**config.mk**
```make
export PLATFORM = sky130hd
export DESIGN_NAME = http_chunked_body_decoder
export DESIGN_NICKNAME = d
export VERILOG_FILES = /design/src/hw/rtl/hcbd_pkg.sv /design/src/hw/rtl/http_chunked_body_decoder.sv
export VERILOG_INCLUDE_DIRS = /design/src /design/src/hw/rtl
export SDC_FILE = /design/constraint.sdc
export NUM_CORES = 1
export LEC_CHECK = 0
export BUFFER_PORTS_ARGS = -buffer_cell sky130_fd_sc_hd__clkbuf_2
export CORE_AREA = 10 10 100 138
export CTS_BUF_LIST = sky130_fd_sc_hd__clkbuf_8
export DETAILED_ROUTE_END_ITERATION = 6
export DIE_AREA = 0 0 110 148
export SYNTH_ARGS = -nofsm -noshare
export SYNTH_HDL_FRONTEND = slang
export SYNTH_SLANG_ARGS = --single-unit
```
**constraint.sdc**
```tcl
create_clock -name clk -period 2.8 [get_ports clk]
set_input_delay 0.56 -clock clk [delete_from_list [all_inputs] [get_ports clk]]
set_output_delay 0.56 -clock clk [all_outputs]
set_load 0.01 [all_outputs]
```
**src/hw/rtl/http_chunked_body_decoder_assert.svh**
```systemverilog
// Assertion macros shared by the chunked body decoder RTL.
`ifndef HTTP_CHUNKED_BODY_DECODER_ASSERT_SVH
`define HTTP_CHUNKED_BODY_DECODER_ASSERT_SVH

// Same-cycle implication, disabled while reset is asserted.
`define HCBD_ASSERT_NOW(label, clk, rst_n, cond, prop) \
	label: assert property (@(posedge clk) disable iff (!(rst_n)) (cond) |-> (prop)) \
		else $error("hcbd same-cycle check failed");

// Next-cycle implication, disabled while reset is asserted.
`define HCBD_ASSERT_NEXT(label, clk, rst_n, cond, prop) \
	label: assert property (@(posedge clk) disable iff (!(rst_n)) (cond) |=> (prop)) \
		else $error("hcbd next-cycle check failed");

`endif

```
**src/hw/rtl/hcbd_pkg.sv**
```systemverilog
`default_nettype none
package hcbd_pkg;

	// Default width of the chunk size counter
	localparam int unsigned SIZE_BITS_DEF = 32;

	// Framing characters
	localparam logic [7:0] CH_TAB = 8'h09;
	localparam logic [7:0] CH_LF  = 8'h0A;
	localparam logic [7:0] CH_VT  = 8'h0B;
	localparam logic [7:0] CH_FF  = 8'h0C;
	localparam logic [7:0] CH_CR  = 8'h0D;
	localparam logic [7:0] CH_SP  = 8'h20;

	// Decoder phase, one-hot
	typedef enum logic [4:0] {
		PH_LEAD = 5'b00001,
		PH_SIZE = 5'b00010,
		PH_DATA = 5'b00100,
		PH_TAIL = 5'b01000,
		PH_DONE = 5'b10000
	} phase_t;

	typedef struct packed {
		logic       is_hex;
		logic [3:0] value;
	} hex_t;

	// Decode one ASCII hex digit
	function automatic hex_t hex_decode(input logic [7:0] c);
		hex_t r;
		r.is_hex = 1'b0;
		r.value  = 4'd0;
		if (c >= "0" && c <= "9") begin
			r.is_hex = 1'b1;
			r.value  = 4'(c - 8'h30);
		end else if (c >= "a" && c <= "f") begin
			r.is_hex = 1'b1;
			r.value  = 4'(c - 8'h57);
		end else if (c >= "A" && c <= "F") begin
			r.is_hex = 1'b1;
			r.value  = 4'(c - 8'h37);
		end
		return r;
	endfunction

	// Space, tab, VT, FF and CR are skipped before the size digits
	function automatic logic is_lead_space(input logic [7:0] c);
		return (c == CH_SP) || (c == CH_TAB) || (c == CH_VT) || (c == CH_FF) || (c == CH_CR);
	endfunction

endpackage
`default_nettype wire

```
**src/hw/rtl/http_chunked_body_decoder.sv**
```systemverilog
// Chunked transfer body decoder.
// Input channel (in_valid/in_ready): one raw body byte per item in byte_in,
// with new_body set on the first byte of a fresh body to clear all state.
// Output channel (out_valid/out_ready): exactly one item per input item,
// in order. data_valid marks payload bytes in data_byte (zero otherwise),
// chunk_last_byte marks the final byte of each chunk, body_done rises on
// the LF of the zero-size line and stays set until the next new_body,
// size_overflow is sticky once a chunk size no longer fits in SIZE_BITS
// bits (the size then saturates). Between input accept and output valid
// lie the input register, then the result register. Throughput: one item
// per cycle while out_ready is high; the phase and counter update is a
// single step on the input register's byte. Reset (arst_n low) empties
// both stages and returns the decoder to the start of a size line. When
// the receiver stalls, the result register holds and the input register
// still takes one more item; in_ready then drops until out_ready returns.
`default_nettype none
module http_chunked_body_decoder #(
	parameter int unsigned SIZE_BITS = hcbd_pkg::SIZE_BITS_DEF
) (
	input  wire logic       clk,
	input  wire logic       arst_n,
	input  wire logic       in_valid,
	output logic            in_ready,
	input  wire logic [7:0] byte_in,
	input  wire logic       new_body,
	output logic            out_valid,
	input  wire logic       out_ready,
	output logic [7:0]      data_byte,
	output logic            data_valid,
	output logic            chunk_last_byte,
	output logic            body_done,
	output logic            size_overflow
);

	// Input stage
	logic       valid_s1;
	logic [7:0] byte_s1;
	logic       new_body_s1;

	// Result stage
	logic       valid_s2;
	logic [7:0] data_byte_s2;
	logic       data_valid_s2;
	logic       last_s2;
	logic       done_s2;
	logic       ovf_s2;

	// Decoder state
	hcbd_pkg::phase_t       phase_q;
	logic [SIZE_BITS-1:0]   count_q;
	logic                   digits_closed_q;
	logic                   overflow_q;

	// Next-state signals
	hcbd_pkg::phase_t       ph_b, ph_n;
	logic [SIZE_BITS-1:0]   cnt_b, cnt_n, cnt_dec, cnt_shift;
	logic                   dc_b, dc_n, ov_b, ov_n;
	logic                   valid_n, last_n;
	hcbd_pkg::hex_t         hex;
	logic                   adv_s1, adv_s2;

	// Pipeline handshake
	assign adv_s2   = valid_s2 && out_ready;
	assign adv_s1   = valid_s1 && (!valid_s2 || out_ready);
	assign in_ready = !valid_s1 || adv_s1;

	assign hex       = hcbd_pkg::hex_decode(byte_s1);
	assign cnt_dec   = cnt_b - SIZE_BITS'(1);
	assign cnt_shift = {cnt_b[SIZE_BITS-5:0], hex.value};

	// Phase and counter update for the byte in the input stage
	always_comb begin
		// New body clears state before this byte
		if (new_body_s1) begin
			ph_b  = hcbd_pkg::PH_LEAD;
			cnt_b = '0;
			dc_b  = 1'b0;
			ov_b  = 1'b0;
		end else begin
			ph_b  = phase_q;
			cnt_b = count_q;
			dc_b  = digits_closed_q;
			ov_b  = overflow_q;
		end
		ph_n    = ph_b;
		cnt_n   = cnt_b;
		dc_n    = dc_b;
		ov_n    = ov_b;
		valid_n = 1'b0;
		last_n  = 1'b0;
		unique case (ph_b)
			hcbd_pkg::PH_LEAD: begin
				if (hcbd_pkg::is_lead_space(byte_s1)) begin
					ph_n = ph_b;
				end else if (byte_s1 == hcbd_pkg::CH_LF) begin
					// Empty size line ends the body
					cnt_n = '0;
					ph_n  = hcbd_pkg::PH_DONE;
					dc_n  = 1'b0;
				end else if (hex.is_hex) begin
					cnt_n = {{(SIZE_BITS-4){1'b0}}, hex.value};
					ph_n  = hcbd_pkg::PH_SIZE;
				end else begin
					cnt_n = '0;
					dc_n  = 1'b1;
					ph_n  = hcbd_pkg::PH_SIZE;
				end
			end
			hcbd_pkg::PH_SIZE: begin
				if (byte_s1 == hcbd_pkg::CH_LF) begin
					ph_n = (cnt_b == '0) ? hcbd_pkg::PH_DONE : hcbd_pkg::PH_DATA;
					dc_n = 1'b0;
				end else if (!dc_b && hex.is_hex) begin
					// Saturate when the next digit would not fit
					if (cnt_b[SIZE_BITS-1 -: 4] != 4'd0) begin
						ov_n  = 1'b1;
						cnt_n = '1;
					end else begin
						cnt_n = cnt_shift;
					end
				end else begin
					dc_n = 1'b1;
				end
			end
			hcbd_pkg::PH_DATA: begin
				valid_n = 1'b1;
				cnt_n   = cnt_dec;
				if (cnt_dec == '0) begin
					last_n = 1'b1;
					ph_n   = hcbd_pkg::PH_TAIL;
				end
			end
			hcbd_pkg::PH_TAIL: begin
				if (byte_s1 == hcbd_pkg::CH_LF) begin
					ph_n = hcbd_pkg::PH_LEAD;
					dc_n = 1'b0;
				end
			end
			default: begin
				ph_n = ph_b;
			end
		endcase
	end

	// Stage valid bits and decoder state
	always_ff @(posedge clk or negedge arst_n) begin
		if (!arst_n) begin
			valid_s1        <= 1'b0;
			valid_s2        <= 1'b0;
			phase_q         <= hcbd_pkg::PH_LEAD;
			count_q         <= '0;
			digits_closed_q <= 1'b0;
			overflow_q      <= 1'b0;
		end else begin
			if (in_ready) begin
				valid_s1 <= in_valid;
			end
			if (adv_s1) begin
				valid_s2 <= 1'b1;
			end else if (adv_s2) begin
				valid_s2 <= 1'b0;
			end
			if (adv_s1) begin
				phase_q         <= ph_n;
				count_q         <= cnt_n;
				digits_closed_q <= dc_n;
				overflow_q      <= ov_n;
			end
		end
	end

	// Payload registers
	always_ff @(posedge clk) begin
		if (in_valid && in_ready) begin
			byte_s1     <= byte_in;
			new_body_s1 <= new_body;
		end
		if (adv_s1) begin
			data_byte_s2  <= valid_n ? byte_s1 : 8'd0;
			data_valid_s2 <= valid_n;
			last_s2       <= last_n;
			done_s2       <= (ph_n == hcbd_pkg::PH_DONE);
			ovf_s2        <= ov_n;
		end
	end

	assign out_valid       = valid_s2;
	assign data_byte       = data_byte_s2;
	assign data_valid      = data_valid_s2;
	assign chunk_last_byte = last_s2;
	assign body_done       = done_s2;
	assign size_overflow   = ovf_s2;

`include "http_chunked_body_decoder_assert.svh"

	`HCBD_ASSERT_NOW(a_last_is_data, clk, arst_n, out_valid && chunk_last_byte, data_valid)
	`HCBD_ASSERT_NOW(a_nondata_zero, clk, arst_n, out_valid && !data_valid, data_byte == 8'd0)
	`HCBD_ASSERT_NOW(a_no_bubble, clk, arst_n, out_ready, in_ready)
	`HCBD_ASSERT_NEXT(a_done_holds, clk, arst_n,
		adv_s1 && !new_body_s1 && phase_q == hcbd_pkg::PH_DONE, phase_q == hcbd_pkg::PH_DONE)

endmodule
`default_nettype wire

```
Word-level counts from Yosys, hierarchy flattened

Cells that the tools add are included.

Add/sub/neg operators: 4
Magnitude comparators: 6
Equal/unequal tests: 11
Mux-type cells: 36
Reduce and logical (&&, ||, !) cells: 20

Operator list:

| operator                                                                             | count |
|---|---|
| 32-bit 2-to-1 mux                                                                    | 5 |
| 32-bit one-hot mux with 3 select lines                                               | 1 |
| 32-bit logical NOT                                                                   | 2 |
| 5-bit 2-to-1 mux                                                                     | 10 |
| 8-bit by 4-bit == test with 1-bit output (second input constant)                     | 5 |
| 32-bit by 1-bit subtractor with 32-bit output (second input constant)                | 1 |
| 5-bit one-hot mux with 4 select lines                                                | 1 |
| 8-bit by 7-bit greater-or-equal comparator with 1-bit output (second input constant) | 2 |
| 8-bit by 7-bit less-or-equal comparator with 1-bit output (second input constant)    | 2 |
| 1-bit 2-to-1 mux                                                                     | 16 |
| 8-bit by 6-bit == test with 1-bit output (second input constant)                     | 1 |
| 8-bit by 6-bit greater-or-equal comparator with 1-bit output (second input constant) | 1 |
| 8-bit by 6-bit less-or-equal comparator with 1-bit output (second input constant)    | 1 |
| 4-bit 2-to-1 mux                                                                     | 2 |
| 4-bit by 3-bit subtractor with 4-bit output (second input constant)                  | 2 |
| 1-bit logical AND                                                                    | 7 |
| 1-bit logical OR                                                                     | 6 |
| 5-bit by 1-bit == test with 1-bit output (second input constant)                     | 1 |
| 5-bit by 2-bit == test with 1-bit output (second input constant)                     | 1 |
| 5-bit by 3-bit == test with 1-bit output (second input constant)                     | 1 |
| 5-bit by 4-bit == test with 1-bit output (second input constant)                     | 1 |
| 5-bit == test (second input constant)                                                | 1 |
| 4-bit nonzero test                                                                   | 1 |
| 4-bit by 1-bit subtractor with 4-bit output (second input constant)                  | 1 |
| other kinds (3)                                                                      | 5 |

Register bits: 62
Input bits: 13
Word-level logic and storage cells: 90

Logic depth before layout (Yosys ltp)

Gate-level depths: netlist of the first run.

Depth after elaboration: 9
Gate-level depth with buffers: 16

Least setup slack after synthesis of the first run

Ideal clock, no wire load.

Path kind: reg-to-reg
Start: register new_body_s1
End: register phase_q[2]
Arrival time: 2.908 ns
Required time: 2.635 ns
Path slack: -0.273 ns
Cell stages (with the launch flop): 16
Path buffers: 4
Period minus slack after synthesis: 3.073 ns
Path through: edfxtp_1 > clkbuf_1 > inv_1 > clkbuf_1 > clkbuf_1 > nand2_1 > ha_1 > clkbuf_1 > inv_1 > or4_1 > a31oi_1 > nand2_1 > nor3_2 > nand4_1 > o21ai_1 > a31oi_1

Longest elaborated chain between the ends: 5
Elaborated cells on any way between the ends: 15
Classes of those cells: 1 x add/sub; 4 x eq/ne; 8 x mux; 2 x reduce/logical

RTL lines:

| element                                                                             | RTL line                                                           | text |
|---|---|---|
| from (decl)                                                                         | http_chunked_body_decoder.sv:38                                    | `logic new_body_s1;` |
| from (signal assigned)                                                              | http_chunked_body_decoder.sv:176                                   | `new_body_s1 <= new_body;` |
| 32-bit 2-to-1 mux                                                                   | http_chunked_body_decoder.sv:74                                    | `if (new_body_s1) begin` |
| 32-bit by 1-bit subtractor with 32-bit output or 32-bit logical NOT (tied branches) | http_chunked_body_decoder.sv:68, http_chunked_body_decoder.sv:111  |  |
| 32-bit logical NOT or 5-bit 2-to-1 mux (tied branches)                              | http_chunked_body_decoder.sv:128, http_chunked_body_decoder.sv:111 |  |
| 5-bit 2-to-1 mux (on tied branches)                                                 | http_chunked_body_decoder.sv:128, http_chunked_body_decoder.sv:110 |  |
| 5-bit one-hot mux with 4 select lines *                                             | http_chunked_body_decoder.sv:91                                    | `unique case (ph_b)` |
| to (signal assigned)                                                                | http_chunked_body_decoder.sv:150                                   | `phase_q <= hcbd_pkg::PH_LEAD;` |
| to (signal assigned)                                                                | http_chunked_body_decoder.sv:164                                   | `phase_q <= ph_n;` |
| to (decl)                                                                           | http_chunked_body_decoder.sv:49                                    | `hcbd_pkg::phase_t phase_q;` |

Mark *: on every way between the ends. The rest lies on a longest branch, timed or not.
A chain may end at the register's enable or synchronous reset.

Worst setup path after layout of the first run

Start: register count_q[20]
End: register phase_q[2]

Longest elaborated chain between the ends: 5
Elaborated cells on any way between the ends: 8
Classes of those cells: 1 x add/sub; 5 x mux; 2 x reduce/logical

RTL lines:

| element                                                                             | RTL line                                                           | text |
|---|---|---|
| from (decl)                                                                         | http_chunked_body_decoder.sv:50                                    | `logic [SIZE_BITS-1:0] count_q;` |
| from (signal assigned)                                                              | http_chunked_body_decoder.sv:165                                   | `count_q <= cnt_n;` |
| 32-bit 2-to-1 mux *                                                                 | http_chunked_body_decoder.sv:74                                    |  |
| 32-bit by 1-bit subtractor with 32-bit output or 32-bit logical NOT (tied branches) | http_chunked_body_decoder.sv:68, http_chunked_body_decoder.sv:111  |  |
| 32-bit logical NOT or 5-bit 2-to-1 mux (tied branches)                              | http_chunked_body_decoder.sv:128, http_chunked_body_decoder.sv:111 |  |
| 5-bit 2-to-1 mux (on tied branches)                                                 | http_chunked_body_decoder.sv:128, http_chunked_body_decoder.sv:110 |  |
| 5-bit one-hot mux with 4 select lines *                                             | http_chunked_body_decoder.sv:91                                    |  |

Marked as above.

==> flow_summary_export.csv, run 1 <==
group,metric,value,unit
detailed_routing,wire_per_inst,20.2,µm
place,place_congestion,0.972,
worst_setup_path,crit_path_cell_trace,"or4_4 -> or4_1 -> nor4_2 -> mux2_2 -> nor2_1 -> nand4_1 -> o21ai_1 -> a31oi_1",
sta,fin_worst_skew,0.0107,ns
global_routing,grt_pass1_vias,4496,
floorplanning,pin_count,27,
clock_tree,cts_root_buffer,"clkbuf_8",
floorplanning,fp.dieW,110,µm
global_routing,grt_max_degree,45,
pwr,p_leak,2.23,nW
worst_setup_path,path_class,"flip-flop to flip-flop",
floorplanning,core,11200,µm²
yosys,async_flop_share,66.1,%
worst_setup_path,cp_top_family,"simple AND/OR/NAND/NOR gates",
yosys,synth_area_leaders,"dfrtp_1 23%, edfxtp_1 14%, o21ai_0 8.4%, a22o_1 4.2%, nor2_1 4.0%",
clock_tree,cts_buffer_depth,2,
worst_setup_path,setup.worst_path.end_class,"flip-flop",
yosys,synth_nets,553,
layout,utilization,46.7,%
yosys,ys.flop_type,"dfrtp_1",
yosys,synth-seq-cells,62,
global_routing,antenna_found_initial,0,
run,max_cap_violations,0,
pwr,max-vdd-ir-drop,0.336,mV
clock_tree,post-cts-setup-buffers,0,
yosys,ys_top_cells_by_count,"74 x o21ai_0, 47 x nor2_1, 40 x dfrtp_1, 34 x a21oi_1, 34 x nand2_1",
worst_setup_path,worstPathMaxFanout,3,
yosys,synth_cell_type_count,65,
place,dp_hpwl,10500,µm
sta,final.min_clock_period,2.67,ns
outcome,status,"complete, no violations",
clock_tree,cts_tree,"done",
detailed_routing,firstDrtPassIters,5,
sta,drv_slew,0,
pwr,power_density,833,nW/µm²
clock_tree,ctsResizeCount,0,
yosys,synth_edf_count,21,
detailed_routing,drc_errors,0,
floorplanning,die-area,16300,µm²
layout,antenna_cells,0,
detailed_routing,drt_iter0_markers,515,
worst_setup_path,worstPathArrival,2.89,ns
place,port-buffer-count,26,
worst_setup_path,path_buf_inv,0,
sta,finalSetupTns,0,ns
sta,setup_viol,0,
detailed_routing,drt_wl_total,14700,µm
clock_tree,numCtsBuffers,9,
clock_tree,clk_pin_slew,0.09,ns
sta,period_share,95.3,%
worst_setup_path,cp-start-kind,"flip-flop",
sta,slew_headroom,58.7,%
yosys,syn_area_per_cell,8.29,µm²
yosys,synthesis.area,4430,µm²
floorplanning,start_util,39.4,%
worst_setup_path,worstPathRequired,3.02,ns
clock_tree,clk_latency,0.36,ns
layout,area_growth,18.5,%
global_routing,grt_use_total,18.3,%
yosys,synth_top_cell_by_area,"dfrtp_1",
yosys,seq_area_frac_synth,37.5,%
yosys,yosysMostFrequentCell,"o21ai_0",
sta,worst_slack,0.133,ns
detailed_routing,vias_per_cell,6.20,
pwr,power,4.37,mW
global_routing,grt_pass1_wl,23700,µm
worst_setup_path,cp_slowest_cell,"or4_4",
sta,max_freq,375,MHz
clock_tree,hold_buffers,0,
global_routing,grt_overflow_total,0,
detailed_routing,antenna_left,0,
floorplanning,std_cell_rows,46,
clock_tree,h-tree-depth,3,
place,preCtsSetupSlack,0.0498,ns
layout,final_nets,599,
yosys,netlist_instances,534,
sta,hold_viol,0,
clock_tree,clock_sinks,62,
detailed_routing,vias,4522,
hold_path,hold_path.class,"primary input to asynchronous set/reset pin",
floorplanning,die_h,148,µm
worst_setup_path,critPathMaxStageDelay,0.55,ns
yosys,synth_top_area_share,22.6,%
sta,tightest_slew,0.614,ns
yosys,ys_warn_count,0,
layout,final_layout_size_suffix_gt1_share,20.9,%
-- sequential cells by signal, indices dropped and copies added, names as in the netlist --
signal	count
valid_s1	1
new_body_s1	1
out_valid	1
digits_closed_q	1
body_done	1
chunk_last_byte	1
count_q	32
data_byte	8
data_valid	1
byte_s1	8
size_overflow	1
overflow_q	1
phase_q	5
-- metrics by stage --
stage          std cells  area, µm²  hold WS (ns)
6_report             729       5250         0.274
5_1_grt              729       5250         0.327
4_1_cts              729       5200         0.298
3_5_place_dp         713       4980         0.472
3_3_place_gp         713       4980         0.460
2_1_floorplan        534       4440         0.264
-- cell usage in the layout (no fill, tap or decap), types with 17 or more instances in the layout --
master    synthesis  final
inv_1            18     17
a21oi_1          34     33
nor2_1           47     47
buf_4             0     50
nor3_1           22     20
a22o_1           21     21
nand2_1          34     34
edfxtp_1         21     21
dfrtp_1          40     40
clkbuf_2          0     26
o21ai_0          74     74
-- worst paths after layout --
path | start | to | slack [ns] | depth (start not counted)
worst max-delay path | count_q[20] | phase_q[2] | 0.13 | 8
worst min-delay path | arst_n | count_q[23] | 0.27 | 2
worst max register to register | count_q[20] | phase_q[2] | 0.13 | 8
worst min register to register | overflow_q | overflow_q | 0.49 | 2
max in group asynchronous | arst_n | count_q[1] | 2.12 | 2
min in group clk | byte_in[2] | byte_s1[2] | 0.38 | 1
-- power by group --
group / switching, mW / total (mW) / internal, mW
clock network: 0.428 / 0.940 / 0.512
logic: 1.35 / 2.24 / 0.889
registers: 0.125 / 1.19 / 1.07
total: 1.90 / 4.37 / 2.47
-- layout make-up --
type | count | area (µm²)
repair buffers | 78 | 546
fillers | 1122 | 5980
well taps | 144 | 180
inverters | 18 | 67.6
clock buffers | 9 | 124
clock inverters | 7 | 103
multi-input cells | 411 | 2570
flip-flops and latches | 62 | 1660
-- worst register-to-register path: cells and delay by family, from the launching register on --
| kind | cells | cell delay (ns) |
|---|---|---|
| AOI/OAI and AO/OA | 2 | 0.29 |
| DFF | 1 | 0.39 |
| muxes | 1 | 0.39 |
| and+or+nand+nor | 5 | 1.48 |
-- routing by layer --
metal  vias to the layer above  GRT usage [%]  share of wire, %
met3                        49           3.35               6.5
met5                         -              0                 0
met2                       211           31.2                51
met1                      2160           20.8                38
met4                         0           9.92               4.6
li1                       2102              -                 -
-- kinds of logic after synthesis --
family,count (synthesis),synth area share (%)
flops,62,37.5
fa+ha+maj,6,1.70
xor+xnor,12,2.37
compound gates,192,27.8
simple gates,197,23.8
buf+inv,61,5.85
mux,4,0.989
(Power assumes the default switching activity.)
==> run 2, diff against run 1 <==
--- a/config.mk
+++ b/config.mk
@@ -6,11 +6,13 @@
 export SDC_FILE = /design/constraint.sdc
 export NUM_CORES = 1
 export LEC_CHECK = 0
+export ABC_AREA = 1
 export BUFFER_PORTS_ARGS = -buffer_cell sky130_fd_sc_hd__clkbuf_2
-export CORE_AREA = 10 10 100 138
+export CORE_AREA = 10 10 106 146
 export CTS_BUF_LIST = sky130_fd_sc_hd__clkbuf_8
 export DETAILED_ROUTE_END_ITERATION = 6
-export DIE_AREA = 0 0 110 148
+export DIE_AREA = 0 0 116 156
+export PLACE_DENSITY = 0.55
 export SYNTH_ARGS = -nofsm -noshare
 export SYNTH_HDL_FRONTEND = slang
 export SYNTH_SLANG_ARGS = --single-unit
==> run 2 against run 1 <==
Against the previous run:
- sequential share of layout area shrank 2.7 points
- power grew 3.6%
- global-route usage grew 1.3 points
- routed wire length grew 18%
- register-to-register slack gained 0.09 ns
- worst hold slack lost 0.061 ns
- highest routed layer unchanged
==> flow_summary_export.csv, run 2 <==
group,metric,value,unit
worst_setup_path,path_class,"flip-flop to flip-flop",
layout,final_cell_mix,"243 x nand2_1, 90 x nor2_1, 70 x inv_1",
worst_setup_path,reg2reg_from,"new_body_s1",
detailed_routing,wire_per_inst,18.0,µm
detailed_routing,drt_iter0_markers,264,
worst_setup_path,setup.worst_path.end_class,"flip-flop",
yosys,synth_area_leaders,"dfrtp_1 20%, nand2_1 19%, edfxtp_1 13%, nor2_1 7.0%, o21ai_0 6.4%",
global_routing,grt_overflow_total,0,
global_routing,grt_pass1_vias,5173,
sta,max_freq,388,MHz
pwr,max-vdd-ir-drop,0.360,mV
detailed_routing,vias,5252,
sta,worst_slack,0.222,ns
layout,final_layout_size_suffix_gt1_share,16.2,%
yosys,synth-seq-cells,62,
clock_tree,clk_latency,0.37,ns
worst_setup_path,worstPathRequired,2.93,ns
floorplanning,die-area,18100,µm²
floorplanning,core,12800,µm²
pwr,seq_power_share,28.3,%
sta,hold_viol,0,
yosys,async_flop_share,66.1,%
yosys,synth_edf_count,21,
detailed_routing,drt_wl_total,17300,µm
hold_path,hold_path.class,"primary input to asynchronous set/reset pin",
yosys,synth_top_cell_by_area,"dfrtp_1",
floorplanning,std_cell_rows,49,
clock_tree,hold_buffers,0,
yosys,syn_area_per_cell,6.56,µm²
layout,top_register,"count_q",
layout,area_growth,14.4,%
yosys,synth_cell_type_count,43,
place,port-buffer-count,26,
pwr,p_clk_share,21.4,%
floorplanning,die_h,156,µm
sta,setup_viol,0,
place,dp.cells,936,
worst_setup_path,cp-start-kind,"flip-flop",
floorplanning,start_util,39.3,%
global_routing,grt_use_total,19.7,%
pwr,power_switching,2.15,mW
pwr,switching_share,47.6,%
sta,drv_slew,0,
layout,final_cells,962,
sta,tightest_slew,0.698,ns
yosys,seq_area_frac_synth,33.1,%
detailed_routing,firstDrtPassIters,5,
place,place_congestion,0.933,
sta,final.min_clock_period,2.58,ns
sta,period_share,92.1,%
detailed_routing,drc_errors,0,
outcome,status,"complete, no violations",
layout,final_nets,823,
yosys,synthesis.area,5010,µm²
worst_setup_path,worstPathArrival,2.71,ns
pwr,power_frac_comb,50.2,%
clock_tree,cts_tree,"done",
layout,final_common_cell,"nand2_1",
global_routing,grt_pass1_wl,27600,µm
layout,antenna_cells,0,
sta,slew_headroom,53.5,%
floorplanning,fp.dieW,116,µm
yosys,ys_top_cells_by_count,"247 x nand2_1, 93 x nor2_1, 71 x inv_1, 64 x o21ai_0, 50 x nand3_1",
layout,largest_reg_flops,32,
yosys,yosysMostFrequentCell,"nand2_1",
run,max_cap_violations,0,
clock_tree,clock_sinks,62,
clock_tree,cts_root_buffer,"clkbuf_8",
pwr,power_density,790,nW/µm²
clock_tree,numCtsBuffers,9,
detailed_routing,vias_per_cell,5.46,
floorplanning,pin_count,27,
global_routing,grt_max_degree,43,
worst_setup_path,worstPathMaxFanout,8,
pwr,p_int,2.37,mW
global_routing,antenna_found_initial,0,
yosys,synth_top_area_share,20.0,%
clock_tree,cts_buffer_depth,2,
clock_tree,clk_pin_slew,0.09,ns
pwr,p_leak,2.98,nW
yosys,synth_nets,782,
worst_setup_path,crit_start,"new_body_s1",
yosys,ys.flop_type,"dfrtp_1",
detailed_routing,antenna_left,0,
yosys,netlist_instances,763,
place,preCtsSetupSlack,0.156,ns
place,dp_hpwl,13300,µm
yosys,ys_warn_count,0,
clock_tree,h-tree-depth,3,
sta,fin_worst_skew,0.0178,ns
[run 2: cell types whose count changed after synthesis, sizes merged, moves of 10 or more]
| cell | previous run | this run |
|---|---|---|
| clkbuf | 32 | 13 |
| inv | 18 | 81 |
| nor3 | 23 | 8 |
| nor4 | 15 | 0 |
| and2 | 10 | 0 |
| nand2 | 34 | 264 |
| a22o | 21 | 0 |
| a21oi | 34 | 24 |
| or4 | 10 | 0 |
| nand3 | 10 | 54 |
| nor2 | 47 | 109 |
[run 2: per-layer routing]
| metal | vias up | share of wire [%] | wire length (µm) | global-route usage (%) |
|---|---|---|---|---|
| li1 | 2590 | - | - | - |
| met4 | 0 | 4.5 | 780 | 9.98 |
| met2 | 151 | 52 | 9040 | 35.5 |
| met1 | 2468 | 39 | 6810 | 21.9 |
| met3 | 43 | 4.0 | 701 | 2.62 |
| met5 | - | 0 | 0 | 0 |
[run 2: logic make-up after synthesis]
kind of cell	after synthesis	share of synthesized area, %
buf+inv	105	8.82
simple gates	445	39.5
xor+xnor	4	0.700
fa+ha+maj	6	1.50
flops	62	33.1
compound gates	141	16.3
[run 2: final timing paths]
path,end,depth (start not counted),slack (ns)
min reg2reg,phase_q[0],2,0.50
max in group asynchronous,count_q[3],2,2.02
max,body_done,14,0.22
max reg2reg,body_done,14,0.22
min in group clk,byte_s1[7],1,0.37
min,count_q[17],1,0.21
[run 2: critical path, cell delays in order, from the launching register on]
cell and delay [ns]:
edfxtp_1 0.41, clkinv_4 0.12, nand2_2 0.14, ha_1 0.26
nand3_2 0.25, nor2_2 0.24, nand2_1 0.10, nand2_1 0.09
nand3_1 0.11, nor2_2 0.17, nand2_1 0.07, nor2_1 0.10
nand3_1 0.12, nand4_1 0.10, nor2_1 0.05
[run 2: power groups by stage]
| stage | Sequential [mW] | Clock (mW) | Combinational, mW |
|---|---|---|---|
| 2_1_floorplan | 1.27 | 0 | 1.51 |
| 3_3_place_gp | 1.30 | 0 | 2.13 |
| 3_5_place_dp | 1.30 | 0 | 2.15 |
| 4_1_cts | 1.28 | 0.990 | 2.15 |
| 5_1_grt | 1.31 | 1.03 | 2.51 |
| 6_report | 1.28 | 0.971 | 2.27 |
[run 2: what timing repair did]
action / 4_1_cts / 5_1_grt
endpoints found under the setup margin: 0 / 16
resized for setup: 0 / 13
setup buffers: 0 / 10
[run 2: per-stage QoR]
stage / setup TNS [ns] / power [mW] / util [%] / instance area, µm² / hold WS [ns]
final: 0 / 4.53 / 44.9 / 5730 / 0.213
after global routing: -0.0116 / 4.85 / 44.9 / 5730 / 0.268
after CTS: 0 / 4.42 / 43.9 / 5600 / 0.240
after detailed placement: 0 / 3.44 / 42.1 / 5370 / 0.492
after global placement: 0 / 3.43 / 42.1 / 5370 / 0.486
after floorplan: 0 / 2.78 / - / 5010 / 0.264
[run 2: layout make-up]
| cell class | instances | area (µm²) |
|---|---|---|
| Clock buffer | 10 | 138 |
| Clock inverter | 6 | 92.6 |
| Fill cell | 1395 | 7020 |
| Inverter | 81 | 309 |
| Multi-Input combinational cell | 596 | 2940 |
| Sequential cell | 62 | 1660 |
| Tap cell | 153 | 191 |
| Timing Repair Buffer | 54 | 407 |
==> run 3, diff against run 2 <==
--- a/config.mk
+++ b/config.mk
@@ -8,11 +8,11 @@
 export LEC_CHECK = 0
 export ABC_AREA = 1
 export BUFFER_PORTS_ARGS = -buffer_cell sky130_fd_sc_hd__clkbuf_2
-export CORE_AREA = 10 10 106 146
+export CORE_AREA = 10 10 113 155
 export CTS_BUF_LIST = sky130_fd_sc_hd__clkbuf_8
 export DETAILED_ROUTE_END_ITERATION = 6
-export DIE_AREA = 0 0 116 156
-export PLACE_DENSITY = 0.55
+export DIE_AREA = 0 0 123 165
+export PLACE_DENSITY = 0.5
 export SYNTH_ARGS = -nofsm -noshare
 export SYNTH_HDL_FRONTEND = slang
 export SYNTH_SLANG_ARGS = --single-unit
==> run 3 against run 2 <==
Against the previous run:
- final cell count rose by 3.3%
- critical path depth did not move
- core utilization fell by 6.0 points
- count of clock-buffer cells in the layout fell by 1
- flip-flop and latch count did not move
- sequential share of layout area rose by 0.41 points
- first-iteration DRC count rose by 2.3%
- sequential power barely moved
- cell area fell by 1.4%
- clock skew fell by 0.0060 ns
==> flow_summary_export.csv, run 3 (same netlist as run 2, synthesis figures left out) <==
group,metric,value,unit
worst_setup_path,path_class,"flip-flop to flip-flop",
detailed_routing,drt_wl_total,18500,µm
detailed_routing,vias,5157,
global_routing,grt_max_degree,43,
floorplanning,die-area,20300,µm²
clock_tree,h-tree-depth,3,
layout,antenna_cells,0,
hold_path,hold_path.class,"primary input to flip-flop",
global_routing,grt_pass1_wl,29300,µm
pwr,switching_share,50.1,%
layout,area_growth,12.8,%
layout,final_layout_size_suffix_gt1_share,15.4,%
pwr,max-vdd-ir-drop,0.385,mV
global_routing,grt_use_total,19.1,%
sta,drv_slew,0,
clock_tree,cts_root_buffer,"clkbuf_8",
sta,hold_viol,0,
worst_setup_path,setup.worst_path.end_class,"flip-flop",
floorplanning,fp.dieW,123,µm
floorplanning,std_cell_rows,52,
clock_tree,cts_buffer_depth,2,
sta,setup_viol,0,
clock_tree,clock_sinks,62,
sta,period_share,91.9,%
pwr,power_switching,2.20,mW
run,max_cap_violations,0,
detailed_routing,vias_per_cell,5.19,
floorplanning,die_h,165,µm
worst_setup_path,worstPathMaxFanout,7,
sta,slew_headroom,66.9,%
worst_setup_path,cp-start-kind,"flip-flop",
sta,max_freq,389,MHz
layout,top_register,"count_q",
worst_setup_path,worstPathArrival,2.72,ns
detailed_routing,drt_iter0_markers,270,
sta,finalSetupTns,0,ns
pwr,p_int,2.19,mW
outcome,status,"complete, no violations",
layout,utilization,39.0,%
detailed_routing,wire_per_inst,18.6,µm
layout,fill_cells,1556,
layout,final_common_cell,"nand2_1",
layout,final_nets,819,
place,dp_hpwl,14200,µm
floorplanning,core,14500,µm²
sta,tightest_slew,0.495,ns
clock_tree,numCtsBuffers,9,
pwr,p_clk_share,19.9,%
clock_tree,clk_latency,0.38,ns
detailed_routing,drc_errors,0,
layout,largest_reg_flops,32,
place,port-buffer-count,26,
worst_setup_path,worstPathRequired,2.95,ns
pwr,power_frac_comb,50.9,%
detailed_routing,antenna_left,0,
global_routing,antenna_found_initial,0,
floorplanning,pin_count,27,
sta,grt_setup_unrepaired,"no",
detailed_routing,firstDrtPassIters,5,
global_routing,grt_pass1_vias,5390,
pwr,power_density,776,nW/µm²
sta,fin_worst_skew,0.0118,ns
pwr,p_leak,2.93,nW
clock_tree,clk_pin_slew,0.09,ns
clock_tree,cts_tree,"done",
place,place_congestion,1.01,
layout,final_cell_mix,"245 x nand2_1, 91 x nor2_1, 71 x inv_1",
sta,final.min_clock_period,2.57,ns
floorplanning,start_util,34.5,%
pwr,seq_power_share,29.2,%
global_routing,grt_overflow_total,0,
-- run 3: cell count changes in the layout (fill, tap and decap cells not counted), moves of 2 or more --
cell and change:
inv_4 +2, a211oi_2 +2, buf_12 -4, a211oi_1 -2, nand2_1 +2, nand2_2 -2
nor2_4 -2
-- run 3: path summary, 6_finish.rpt --
kind	slack, ns	cells after the start	to	startpoint
worst max-delay path	0.23	14	body_done	new_body_s1
worst min register to register	0.50	2	phase_q[0]	phase_q[0]
worst max register to register	0.23	14	body_done	new_body_s1
min in group asynchronous	0.50	2	count_q[15]	arst_n
max in group asynchronous	1.79	3	phase_q[0]	arst_n
worst min-delay path	0.36	1	byte_s1[5]	byte_in[5]
-- run 3: cell type report --
cell class,count,area (µm²),share of cell area [%]
multi-input cells,596,2930,51.8
inverters,81,307,5.42
flip-flops and latches,62,1660,29.3
well taps,189,236,4.18
clock buffers,9,124,2.19
clock inverters,7,72.6,1.28
repair buffers,50,325,5.76
-- run 3: what timing repair did --
action / 4_1_cts / 5_1_grt
resized for setup: 0 / 9
endpoints found under the hold margin: 1 / 0
endpoints found under the setup margin: 0 / 3
hold buffers: 1 / 0
setup buffers: 0 / 1
-- run 3: per-layer routing --
layer | share of wire, % | GRT usage (%)
met5 | 0 | 0
met1 | 40 | 20.2
met4 | 4.3 | 11.4
met3 | 3.0 | 2.63
met2 | 53 | 35.0
-- run 3: power by group through the flow --
stage / Sequential, mW / Combinational, mW / Clock [mW]
after floorplan: 1.27 / 1.51 / 0
after global placement: 1.30 / 2.21 / 0
after detailed placement: 1.30 / 2.19 / 0
after CTS: 1.28 / 2.20 / 0.894
after global routing: 1.30 / 2.49 / 0.936
final: 1.28 / 2.23 / 0.873
-- run 3: critical path: stages (launching register included) --
cell and delay [ns]:
edfxtp_1 0.37, inv_2 0.08, nand2_2 0.12, ha_1 0.26
nand3_2 0.25, nor2_2 0.25, nand2_1 0.10, nand2_1 0.10
nand3_1 0.17, nor2_1 0.19, nand2_1 0.07, nor2_1 0.11
nand3_1 0.13, nand4_1 0.10, nor2_1 0.05
-- run 3: metrics by stage --
stage	area, µm²	instances	total power [mW]	hold slack, ns	setup WS [ns]
global placement	5420	976	3.51	0.354	0.0920
finish	5650	994	4.38	0.355	0.227
CTS	5620	993	4.38	0.352	0.0496
floorplan	5010	763	2.78	0.264	0.508
global route	5650	994	4.73	0.349	0.00638
detailed placement	5420	976	3.49	0.351	0.0272
